[src/hdl/stnd_pkg.sv]
package stnd_pkg;

	localparam int ArgW   = 6;
	localparam int ValueW = 63;

	localparam int MaxNFirstDef  = 20;
	localparam int MaxNSecondDef = 25;

	localparam logic OpFirst  = 1'b0;
	localparam logic OpSecond = 1'b1;

	localparam logic StatusOk      = 1'b0;
	localparam logic StatusInvalid = 1'b1;

	typedef struct packed {
		logic load;
		logic row_start;
		logic step_first;
		logic step;
		logic row_end;
		logic fin_read;
		logic out_load;
	} cmd_t;

	typedef struct packed {
		logic special;
		logic j_one;
		logic last_row;
	} sts_t;

endpackage

[src/hdl/stnd_if.sv]
interface stnd_query_if;
	import stnd_pkg::*;

	logic            valid;
	logic            ready;
	logic            op;
	logic [ArgW-1:0] n;
	logic [ArgW-1:0] k;

	modport source (output valid, output op, output n, output k, input ready);
	modport sink (input valid, input op, input n, input k, output ready);
endinterface

interface stnd_result_if;
	import stnd_pkg::*;

	logic              valid;
	logic              ready;
	logic [ValueW-1:0] value;
	logic              status;

	modport source (output valid, output value, output status, input ready);
	modport sink (input valid, input value, input status, output ready);
endinterface

[src/hdl/stirling_number_dp_core.sv]
// Stirling number unit: one request (op, n, k) gives one result, the unsigned
// first-kind number c(n,k) for op 0 or the second-kind number S(n,k) for op 1,
// exact in 63 bits, or status 1 with value 0 when k > n or n exceeds the kind
// limit. Requests with k = 0, k = n or invalid arguments skip the row sweep.
// Otherwise the triangle is swept row by row on one multiply-add unit and a
// row memory with one read and one write port, one column a cycle.
// One request is in flight at a time; a new one is taken once the result has
// been moved to the output register, which holds it until it is taken.
module stirling_number_dp_core #(
	parameter int MAX_N_FIRST  = stnd_pkg::MaxNFirstDef,
	parameter int MAX_N_SECOND = stnd_pkg::MaxNSecondDef
) (
	input logic          clk,
	input logic          arst_n,
	stnd_query_if.sink   query,
	stnd_result_if.source result
);
	import stnd_pkg::*;

	cmd_t cmd;
	sts_t sts;

	stnd_ctrl u_ctrl (
		.clk          (clk),
		.arst_n       (arst_n),
		.query_valid  (query.valid),
		.query_ready  (query.ready),
		.result_valid (result.valid),
		.result_ready (result.ready),
		.cmd          (cmd),
		.sts          (sts)
	);

	stnd_dp #(
		.MAX_N_FIRST  (MAX_N_FIRST),
		.MAX_N_SECOND (MAX_N_SECOND)
	) u_dp (
		.clk    (clk),
		.arst_n (arst_n),
		.cmd    (cmd),
		.sts    (sts),
		.in_op  (query.op),
		.in_n   (query.n),
		.in_k   (query.k),
		.value  (result.value),
		.status (result.status)
	);

endmodule

[src/hdl/stnd_dp.sv]
module stnd_dp #(
	parameter int MAX_N_FIRST  = stnd_pkg::MaxNFirstDef,
	parameter int MAX_N_SECOND = stnd_pkg::MaxNSecondDef
) (
	input  logic                        clk,
	input  logic                        arst_n,
	input  stnd_pkg::cmd_t              cmd,
	output stnd_pkg::sts_t              sts,
	input  logic                        in_op,
	input  logic [stnd_pkg::ArgW-1:0]   in_n,
	input  logic [stnd_pkg::ArgW-1:0]   in_k,
	output logic [stnd_pkg::ValueW-1:0] value,
	output logic                        status
);
	import stnd_pkg::*;

	localparam int MaxN  = (MAX_N_FIRST > MAX_N_SECOND) ? MAX_N_FIRST : MAX_N_SECOND;
	localparam int Depth = MaxN + 1;
	localparam int IW    = $clog2(Depth);

	logic              op_q;
	logic [ArgW-1:0]   n_q;
	logic [ArgW-1:0]   k_q;
	logic [IW-1:0]     i_q;
	logic [IW-1:0]     j_q;
	logic [ValueW-1:0] prod_q;
	logic [ValueW-1:0] rdata_q;
	logic [ValueW-1:0] row_mem [Depth];

	logic [ArgW-1:0]      limit;
	logic                 invalid;
	logic                 special;
	logic [ValueW-1:0]    spec_value;
	logic [IW-1:0]        k_s;
	logic                 fresh;
	logic [IW-1:0]        top;
	logic [IW-1:0]        mult_idx;
	logic [ValueW-1:0]    mult_opd;
	logic [ValueW+IW-1:0] product;
	logic [ValueW-1:0]    sum;
	logic                 we;
	logic [IW-1:0]        waddr;
	logic [ValueW-1:0]    wdata;
	logic [IW-1:0]        raddr;

	always_comb begin
		limit   = (op_q == OpFirst) ? ArgW'(MAX_N_FIRST) : ArgW'(MAX_N_SECOND);
		invalid = (k_q > n_q) || (n_q > limit);
		special = invalid || (k_q == '0) || (k_q == n_q);
		if (invalid) begin
			spec_value = '0;
		end else if (k_q == '0) begin
			spec_value = ValueW'(n_q == '0);
		end else begin
			spec_value = ValueW'(1);
		end
	end

	assign k_s   = k_q[IW-1:0];
	assign fresh = (k_s >= i_q);
	assign top   = fresh ? i_q : k_s;

	always_comb begin
		if (op_q == OpFirst) begin
			mult_idx = i_q - IW'(1);
		end else if (cmd.step_first) begin
			mult_idx = j_q;
		end else begin
			mult_idx = j_q - IW'(1);
		end
	end

	// a column beyond the previous row starts from zero
	assign mult_opd = (cmd.step_first && fresh) ? '0 : rdata_q;
	assign product  = {{IW{1'b0}}, mult_opd} * {{ValueW{1'b0}}, mult_idx};
	assign sum      = prod_q + rdata_q;

	always_comb begin
		we    = cmd.load || cmd.step || cmd.row_end;
		waddr = cmd.step ? j_q : '0;
		if (cmd.load) begin
			wdata = ValueW'(1);
		end else if (cmd.step) begin
			wdata = sum;
		end else begin
			wdata = '0;
		end
		raddr = '0;
		if (cmd.row_start) begin
			raddr = top;
		end else if (cmd.step_first) begin
			raddr = j_q - IW'(1);
		end else if (cmd.step && (j_q >= IW'(2))) begin
			raddr = j_q - IW'(2);
		end else if (cmd.fin_read) begin
			raddr = k_s;
		end
	end

	always_ff @(posedge clk) begin
		if (we) begin
			row_mem[waddr] <= wdata;
		end
		rdata_q <= row_mem[raddr];
	end

	always_ff @(posedge clk) begin
		if (cmd.load) begin
			op_q <= in_op;
			n_q  <= in_n;
			k_q  <= in_k;
		end
		if (cmd.step_first || cmd.step) begin
			prod_q <= product[ValueW-1:0];
		end
		if (cmd.out_load) begin
			value  <= special ? spec_value : rdata_q;
			status <= invalid ? StatusInvalid : StatusOk;
		end
	end

	always_ff @(posedge clk or negedge arst_n) begin
		if (!arst_n) begin
			i_q <= '0;
			j_q <= '0;
		end else begin
			if (cmd.load) begin
				i_q <= IW'(1);
			end else if (cmd.row_end) begin
				i_q <= i_q + IW'(1);
			end
			if (cmd.row_start) begin
				j_q <= top;
			end else if (cmd.step) begin
				j_q <= j_q - IW'(1);
			end
		end
	end

	assign sts.special  = special;
	assign sts.j_one    = (j_q == IW'(1));
	assign sts.last_row = (ArgW'(i_q) == n_q);

endmodule

[src/hdl/stnd_ctrl.sv]
module stnd_ctrl (
	input  logic           clk,
	input  logic           arst_n,
	input  logic           query_valid,
	output logic           query_ready,
	output logic           result_valid,
	input  logic           result_ready,
	output stnd_pkg::cmd_t cmd,
	input  stnd_pkg::sts_t sts
);
	import stnd_pkg::*;

	localparam logic [3:0] S_IDLE   = 4'd0;
	localparam logic [3:0] S_CHECK  = 4'd1;
	localparam logic [3:0] S_ROWST  = 4'd2;
	localparam logic [3:0] S_STEP1  = 4'd3;
	localparam logic [3:0] S_STEP   = 4'd4;
	localparam logic [3:0] S_ROWEND = 4'd5;
	localparam logic [3:0] S_FRD    = 4'd6;
	localparam logic [3:0] S_OUT    = 4'd7;

	logic [3:0] state_q;
	logic [3:0] state_d;
	logic       out_valid_q;
	logic       accept;
	logic       out_free;

	assign query_ready  = (state_q == S_IDLE);
	assign accept       = query_valid && query_ready;
	assign out_free     = !out_valid_q || result_ready;
	assign result_valid = out_valid_q;

	always_comb begin
		cmd            = '0;
		cmd.load       = accept;
		cmd.row_start  = (state_q == S_ROWST);
		cmd.step_first = (state_q == S_STEP1);
		cmd.step       = (state_q == S_STEP);
		cmd.row_end    = (state_q == S_ROWEND);
		cmd.fin_read   = (state_q == S_FRD) || (state_q == S_OUT);
		cmd.out_load   = (state_q == S_OUT) && out_free;
	end

	always_comb begin
		state_d = state_q;
		case (state_q)
			S_IDLE: begin
				if (accept) begin
					state_d = S_CHECK;
				end
			end
			S_CHECK: begin
				state_d = sts.special ? S_OUT : S_ROWST;
			end
			S_ROWST: begin
				state_d = S_STEP1;
			end
			S_STEP1: begin
				state_d = S_STEP;
			end
			S_STEP: begin
				if (sts.j_one) begin
					state_d = S_ROWEND;
				end
			end
			S_ROWEND: begin
				state_d = sts.last_row ? S_FRD : S_ROWST;
			end
			S_FRD: begin
				state_d = S_OUT;
			end
			S_OUT: begin
				if (out_free) begin
					state_d = S_IDLE;
				end
			end
			default: begin
				state_d = S_IDLE;
			end
		endcase
	end

	always_ff @(posedge clk or negedge arst_n) begin
		if (!arst_n) begin
			state_q     <= S_IDLE;
			out_valid_q <= 1'b0;
		end else begin
			state_q <= state_d;
			if (cmd.out_load) begin
				out_valid_q <= 1'b1;
			end else if (result_ready) begin
				out_valid_q <= 1'b0;
			end
		end
	end

	a_accept_check: assert property (@(posedge clk) disable iff (!arst_n)
		accept |=> (state_q == S_CHECK))
		else $error("accepted request did not start the check");

	a_out_hold: assert property (@(posedge clk) disable iff (!arst_n)
		((state_q == S_OUT) && !out_free) |=> ((state_q == S_OUT) && out_valid_q))
		else $error("pending result lost while output stalled");

	a_load_valid: assert property (@(posedge clk) disable iff (!arst_n)
		cmd.out_load |=> (result_valid && (state_q == S_IDLE)))
		else $error("result load did not raise valid");

	a_step_run: assert property (@(posedge clk) disable iff (!arst_n)
		((state_q == S_STEP) && !sts.j_one) |=> (state_q == S_STEP))
		else $error("column sweep left early");

endmodule
[src/flat_wrapper.sv]
// flat-port wrapper written by rule: the top's interface ports become plain ports
module stirling_number_dp_core_flat import stnd_pkg::*;
#(
	parameter int MAX_N_FIRST  = stnd_pkg::MaxNFirstDef,
	parameter int MAX_N_SECOND = stnd_pkg::MaxNSecondDef
)
  (clk, arst_n, query_valid, query_op, query_n, query_k, query_ready, result_valid, result_value, result_status, result_ready);
  stnd_query_if query_i ();
  stnd_result_if result_i ();
  input logic clk;
  input logic arst_n;
  input wire logic [$bits(query_i.valid)-1:0] query_valid;
  input wire logic [$bits(query_i.op)-1:0] query_op;
  input wire logic [$bits(query_i.n)-1:0] query_n;
  input wire logic [$bits(query_i.k)-1:0] query_k;
  output wire logic [$bits(query_i.ready)-1:0] query_ready;
  output wire logic [$bits(result_i.valid)-1:0] result_valid;
  output wire logic [$bits(result_i.value)-1:0] result_value;
  output wire logic [$bits(result_i.status)-1:0] result_status;
  input wire logic [$bits(result_i.ready)-1:0] result_ready;
  assign query_i.valid = query_valid;
  assign query_i.op = query_op;
  assign query_i.n = query_n;
  assign query_i.k = query_k;
  assign query_ready = query_i.ready;
  assign result_valid = result_i.valid;
  assign result_value = result_i.value;
  assign result_status = result_i.status;
  assign result_i.ready = result_ready;
  stirling_number_dp_core #(.MAX_N_FIRST(MAX_N_FIRST), .MAX_N_SECOND(MAX_N_SECOND)) u_core (.clk(clk), .arst_n(arst_n), .query(query_i), .result(result_i));
endmodule
[config.mk]
export PLATFORM = sky130hd
export DESIGN_NAME = stirling_number_dp_core_flat
export DESIGN_NICKNAME = d
export VERILOG_FILES = /design/src/hdl/stnd_pkg.sv /design/src/hdl/stnd_if.sv /design/src/hdl/stirling_number_dp_core.sv /design/src/hdl/stnd_dp.sv /design/src/hdl/stnd_ctrl.sv /design/src/flat_wrapper.sv
export SDC_FILE = /design/constraint.sdc
export NUM_CORES = 2
export LEC_CHECK = 0
export ABC_AREA = 0
export BUFFER_PORTS_ARGS = -buffer_cell sky130_fd_sc_hd__buf_2
export CAP_MARGIN = 20
export CORE_UTILIZATION = 57
export CTS_CLUSTER_SIZE = 25
export DETAILED_ROUTE_END_ITERATION = 8
export PLACE_DENSITY_LB_ADDON = 0.2
export SYNTH_ARGS = -nofsm -noshare
export SYNTH_HDL_FRONTEND = slang
export SYNTH_SLANG_ARGS = --single-unit
export TNS_END_PERCENT = 100
[constraint.sdc]
create_clock -name clk -period 7.55 [get_ports clk]
set_input_delay 1.51 -clock clk [delete_from_list [all_inputs] [get_ports clk]]
set_output_delay 1.51 -clock clk [all_outputs]
set_load 0.02 [all_outputs]
==> run_results.csv <==
group,metric,value,unit
outcome,outcome,"completed",
clocking,htree_levels,4,
floorplan,chipWidth,392,um
clocking,cts_tree,"done",
sta,final_max_slew_viol_count,0,
logic_synthesis,syn_area,86500,um2
sta,max-slew-margin-rel,13.4,%
floorplan,pin_count,83,
sta,setup_tns,0,ns
clocking,hold_buffers,0,
global_routing,grt_start_max_net_pins,132,
sta,rsz0062_at_grt,"no",
route,drt_iter0_drc,8089,
logic_synthesis,synthFlopType,"edfxtp_1",
critical_path,cp_max_fo,48,
clocking,clock_latency,0.84,ns
logic_synthesis,synth.largest_area_cell,"edfxtp_1",
critical_path,regToRegStartpoint,"u_core.u_dp.i_q[1]$_DFFE_PN0P_",
global_routing,antenna_found_initial,14,
logic_synthesis,ys_top_cells_by_area,"edfxtp_1 (62%), fa_1 (4.1%), and2_1 (3.0%)",
sta,worstMarginPinSlew,1.29,ns
logic_synthesis,avgSynthCellArea,13.1,um2
floorplan,die_y,392,um
sta,post-route-period-util,94.7,%
route,vias_per_cell,6.79,
clocking,clockBufferDepth,3,
placement,portBuffers,82,
sta,fin_ws,0.400,ns
clocking,cts_sinks,1855,
logic_synthesis,yosys_warnings,0,
logic_synthesis,synth_edf_count,1778,
flow_run,maxCapViolations,0,
layout,fin_cells,8766,
route,num_vias,59522,
global_routing,grt_pass1_wl,381000,um
worst_hold_path,min_path_type,"in -> async",
layout,layout.nets,6936,
logic_synthesis,synth_top_cell_area_share,61.7,%
layout,drive_gt1_share,10.9,%
sta,fin_crit,7.15,ns
route,drt_first_pass_iters,9,
route,wl_per_cell,29.8,um
logic_synthesis,syn_inst,6584,
clocking,cts-root-buf,"clkbuf_16",
logic_synthesis,postSynthNetCount,6926,
sta,hold_violations,0,
floorplan,dieArea,153000,um2
placement,place.gp.congestion,0.903,
critical_path,r2r_setup_slack,0.40,ns
route,ant_nets,0,
critical_path,crit_required,8.21,ns
route,routed_wl,261000,um
layout,final_core_util,64.0,%
clocking,clkTransAtPathRegs,0.07,ns
logic_synthesis,postSynthRegisterBits,1855,
clocking,cts_buffers,184,
critical_path,r2r_cells,24,
route,remaining_drc_errors,0,
logic_synthesis,synth_common_cells,"edfxtp_1 (1778), nand2_1 (643), inv_1 (440), and2_1 (419), clkbuf_1 (363)",
placement,dp_hpwl,146000,um
critical_path,cp.arrival,7.81,ns
sta,setup_viol,0,
critical_path,critical_path_class,"reg -> reg",
logic_synthesis,ys_types,84,
logic_synthesis,ys_async_sr_fraction,0.755,%
global_routing,track_usage,34.0,%
critical_path,crit_path_start_kind,"register",
sta,fmax,140,MHz
layout,area_growth,11.2,%
critical_path,worst_r2r_endpoint,"u_core.u_dp.prod_q[57]$_DFFE_PP_",
global_routing,first_global_vias,57385,
sta,clock_skew,0.0416,ns
floorplan,num_rows,142,
floorplan,coreArea,150000,um2
logic_synthesis,ys_seq_area_share,63.6,%
floorplan,start_util,57.6,%
placement,pre_cts_ws,0.177,ns
critical_path,crit_path_end_kind,"register",
placement,dp.cells,8414,
global_routing,grt_overflow,0,
logic_synthesis,synth_most_common_cell,"edfxtp_1",
[per-stage QoR]
step | cell area [um2] | hold slack [ns]
after floorplan | 86500 | 0.551
after global placement | 90000 | 0.575
after detailed placement | 90000 | 0.618
after CTS | 96000 | 0.554
after global routing | 96200 | 0.572
final | 96200 | 0.590
[metal layers]
metal	global-route usage (%)	routed length, um
met1	47.0	99700
met4	10.4	8550
met3	7.81	32900
met2	53.7	120000
met5	0	20
[flip-flops by register name, indices dropped and copies added (netlist names)]
name	cells
u_core.u_dp.row_mem	1638
u_core.u_dp.prod_q	63
u_core.u_dp.rdata_q	63
u_core.u_dp.value	63
u_core.u_dp.k_q	6
u_core.u_dp.n_q	6
u_core.u_dp.i_q	5
u_core.u_dp.j_q	5
u_core.u_ctrl.state_q	3
u_core.u_ctrl.result_valid	1
u_core.u_dp.op_q	1
u_core.u_dp.status	1
[worst max-delay path, stage by stage, from the launching register on]
cell      delay (ns)
dfrtp_1         0.50
inv_1           0.13
ha_1            0.29
a21o_1          0.17
a21o_1          0.22
a21oi_1         0.21
nor2_2          0.13
a211oi_4        0.21
buf_12          0.24
and2_1          0.20
fa_1            0.41
fa_1            0.50
inv_1           0.06
fa_1            0.48
inv_1           0.04
ha_1            0.34
a211oi_1        0.35
o22ai_1         0.13
a2111o_1        0.46
a31o_2          0.29
a211oi_4        0.47
o211ai_1        0.23
a31oi_2         0.35
o21ai_0         0.18
a311oi_1        0.29
[final cells by class]
class	count	area [um2]
Timing Repair Buffer	304	2490
Clock inverter	90	973
Multi-Input combinational cell	3807	28500
Inverter	442	1660
Sequential cell	1855	55000
Antenna cell	6	15.0
Clock buffer	246	5040
Tap cell	2016	2520
Fill cell	11059	54100
[cells in the final DEF (no fill, tap or decap), types with 24 or more instances in the layout]
| cell type | count |
|---|---|
| a2111oi_0 | 190 |
| a211oi_1 | 269 |
| a21o_1 | 71 |
| a21oi_1 | 352 |
| a221oi_1 | 68 |
| a222oi_1 | 62 |
| a22o_1 | 127 |
| a32oi_1 | 65 |
| and2_1 | 419 |
| buf_12 | 26 |
| buf_2 | 84 |
| buf_4 | 188 |
| clkbuf_1 | 45 |
| clkbuf_16 | 187 |
| clkinv_1 | 31 |
| dfxtp_1 | 63 |
| edfxtp_1 | 1778 |
| fa_1 | 177 |
| ha_1 | 148 |
| inv_1 | 440 |
| mux2_2 | 65 |
| nand2_1 | 641 |
| nand3_1 | 39 |
| nand4_1 | 39 |
| nor2_1 | 130 |
| nor3_1 | 95 |
| nor4_1 | 54 |
| o2111ai_1 | 131 |
| o21a_1 | 28 |
| o21ai_0 | 85 |
| o21bai_1 | 24 |
| o2bb2ai_1 | 61 |
| o311ai_1 | 62 |
| xnor2_1 | 67 |
| xor2_1 | 56 |
[how the worst max path moves through the flow]
stage,to,slack [ns],start,depth (start not counted)
2_1_floorplan,u_core.u_dp.row_mem[20][0]$_DFFE_PP_,0.25,query_valid,4
3_3_place_gp,u_core.u_dp.prod_q[57]$_DFFE_PP_,0.31,u_core.u_dp.i_q[1]$_DFFE_PN0P_,24
3_5_place_dp,u_core.u_dp.prod_q[60]$_DFFE_PP_,0.18,u_core.u_dp.i_q[1]$_DFFE_PN0P_,24
4_1_cts,u_core.u_dp.prod_q[60]$_DFFE_PP_,0.13,u_core.u_dp.i_q[1]$_DFFE_PN0P_,24
5_1_grt,u_core.u_dp.prod_q[60]$_DFFE_PP_,0.07,u_core.u_dp.i_q[1]$_DFFE_PN0P_,24
6_report,u_core.u_dp.prod_q[57]$_DFFE_PP_,0.40,u_core.u_dp.i_q[1]$_DFFE_PN0P_,24
[timing repair]
item                       in CTS  in global routing
setup endpoints to repair       0                  8
buffers inserted                0                  0
gates resized for setup         0                  3
[cell families after synthesis]
group	synth area share, %
AO/OA/AOI/OAI	14.8
multiplexers	0.915
buffers and inverters	4.17
adder cells (fa/ha/maj)	6.24
XOR/XNOR	1.27
flip-flops	63.6
AND/OR/NAND/NOR	9.01
Power is not shown: default switching activity piles up to over one toggle a cycle in this logic, so the estimate is an artifact.
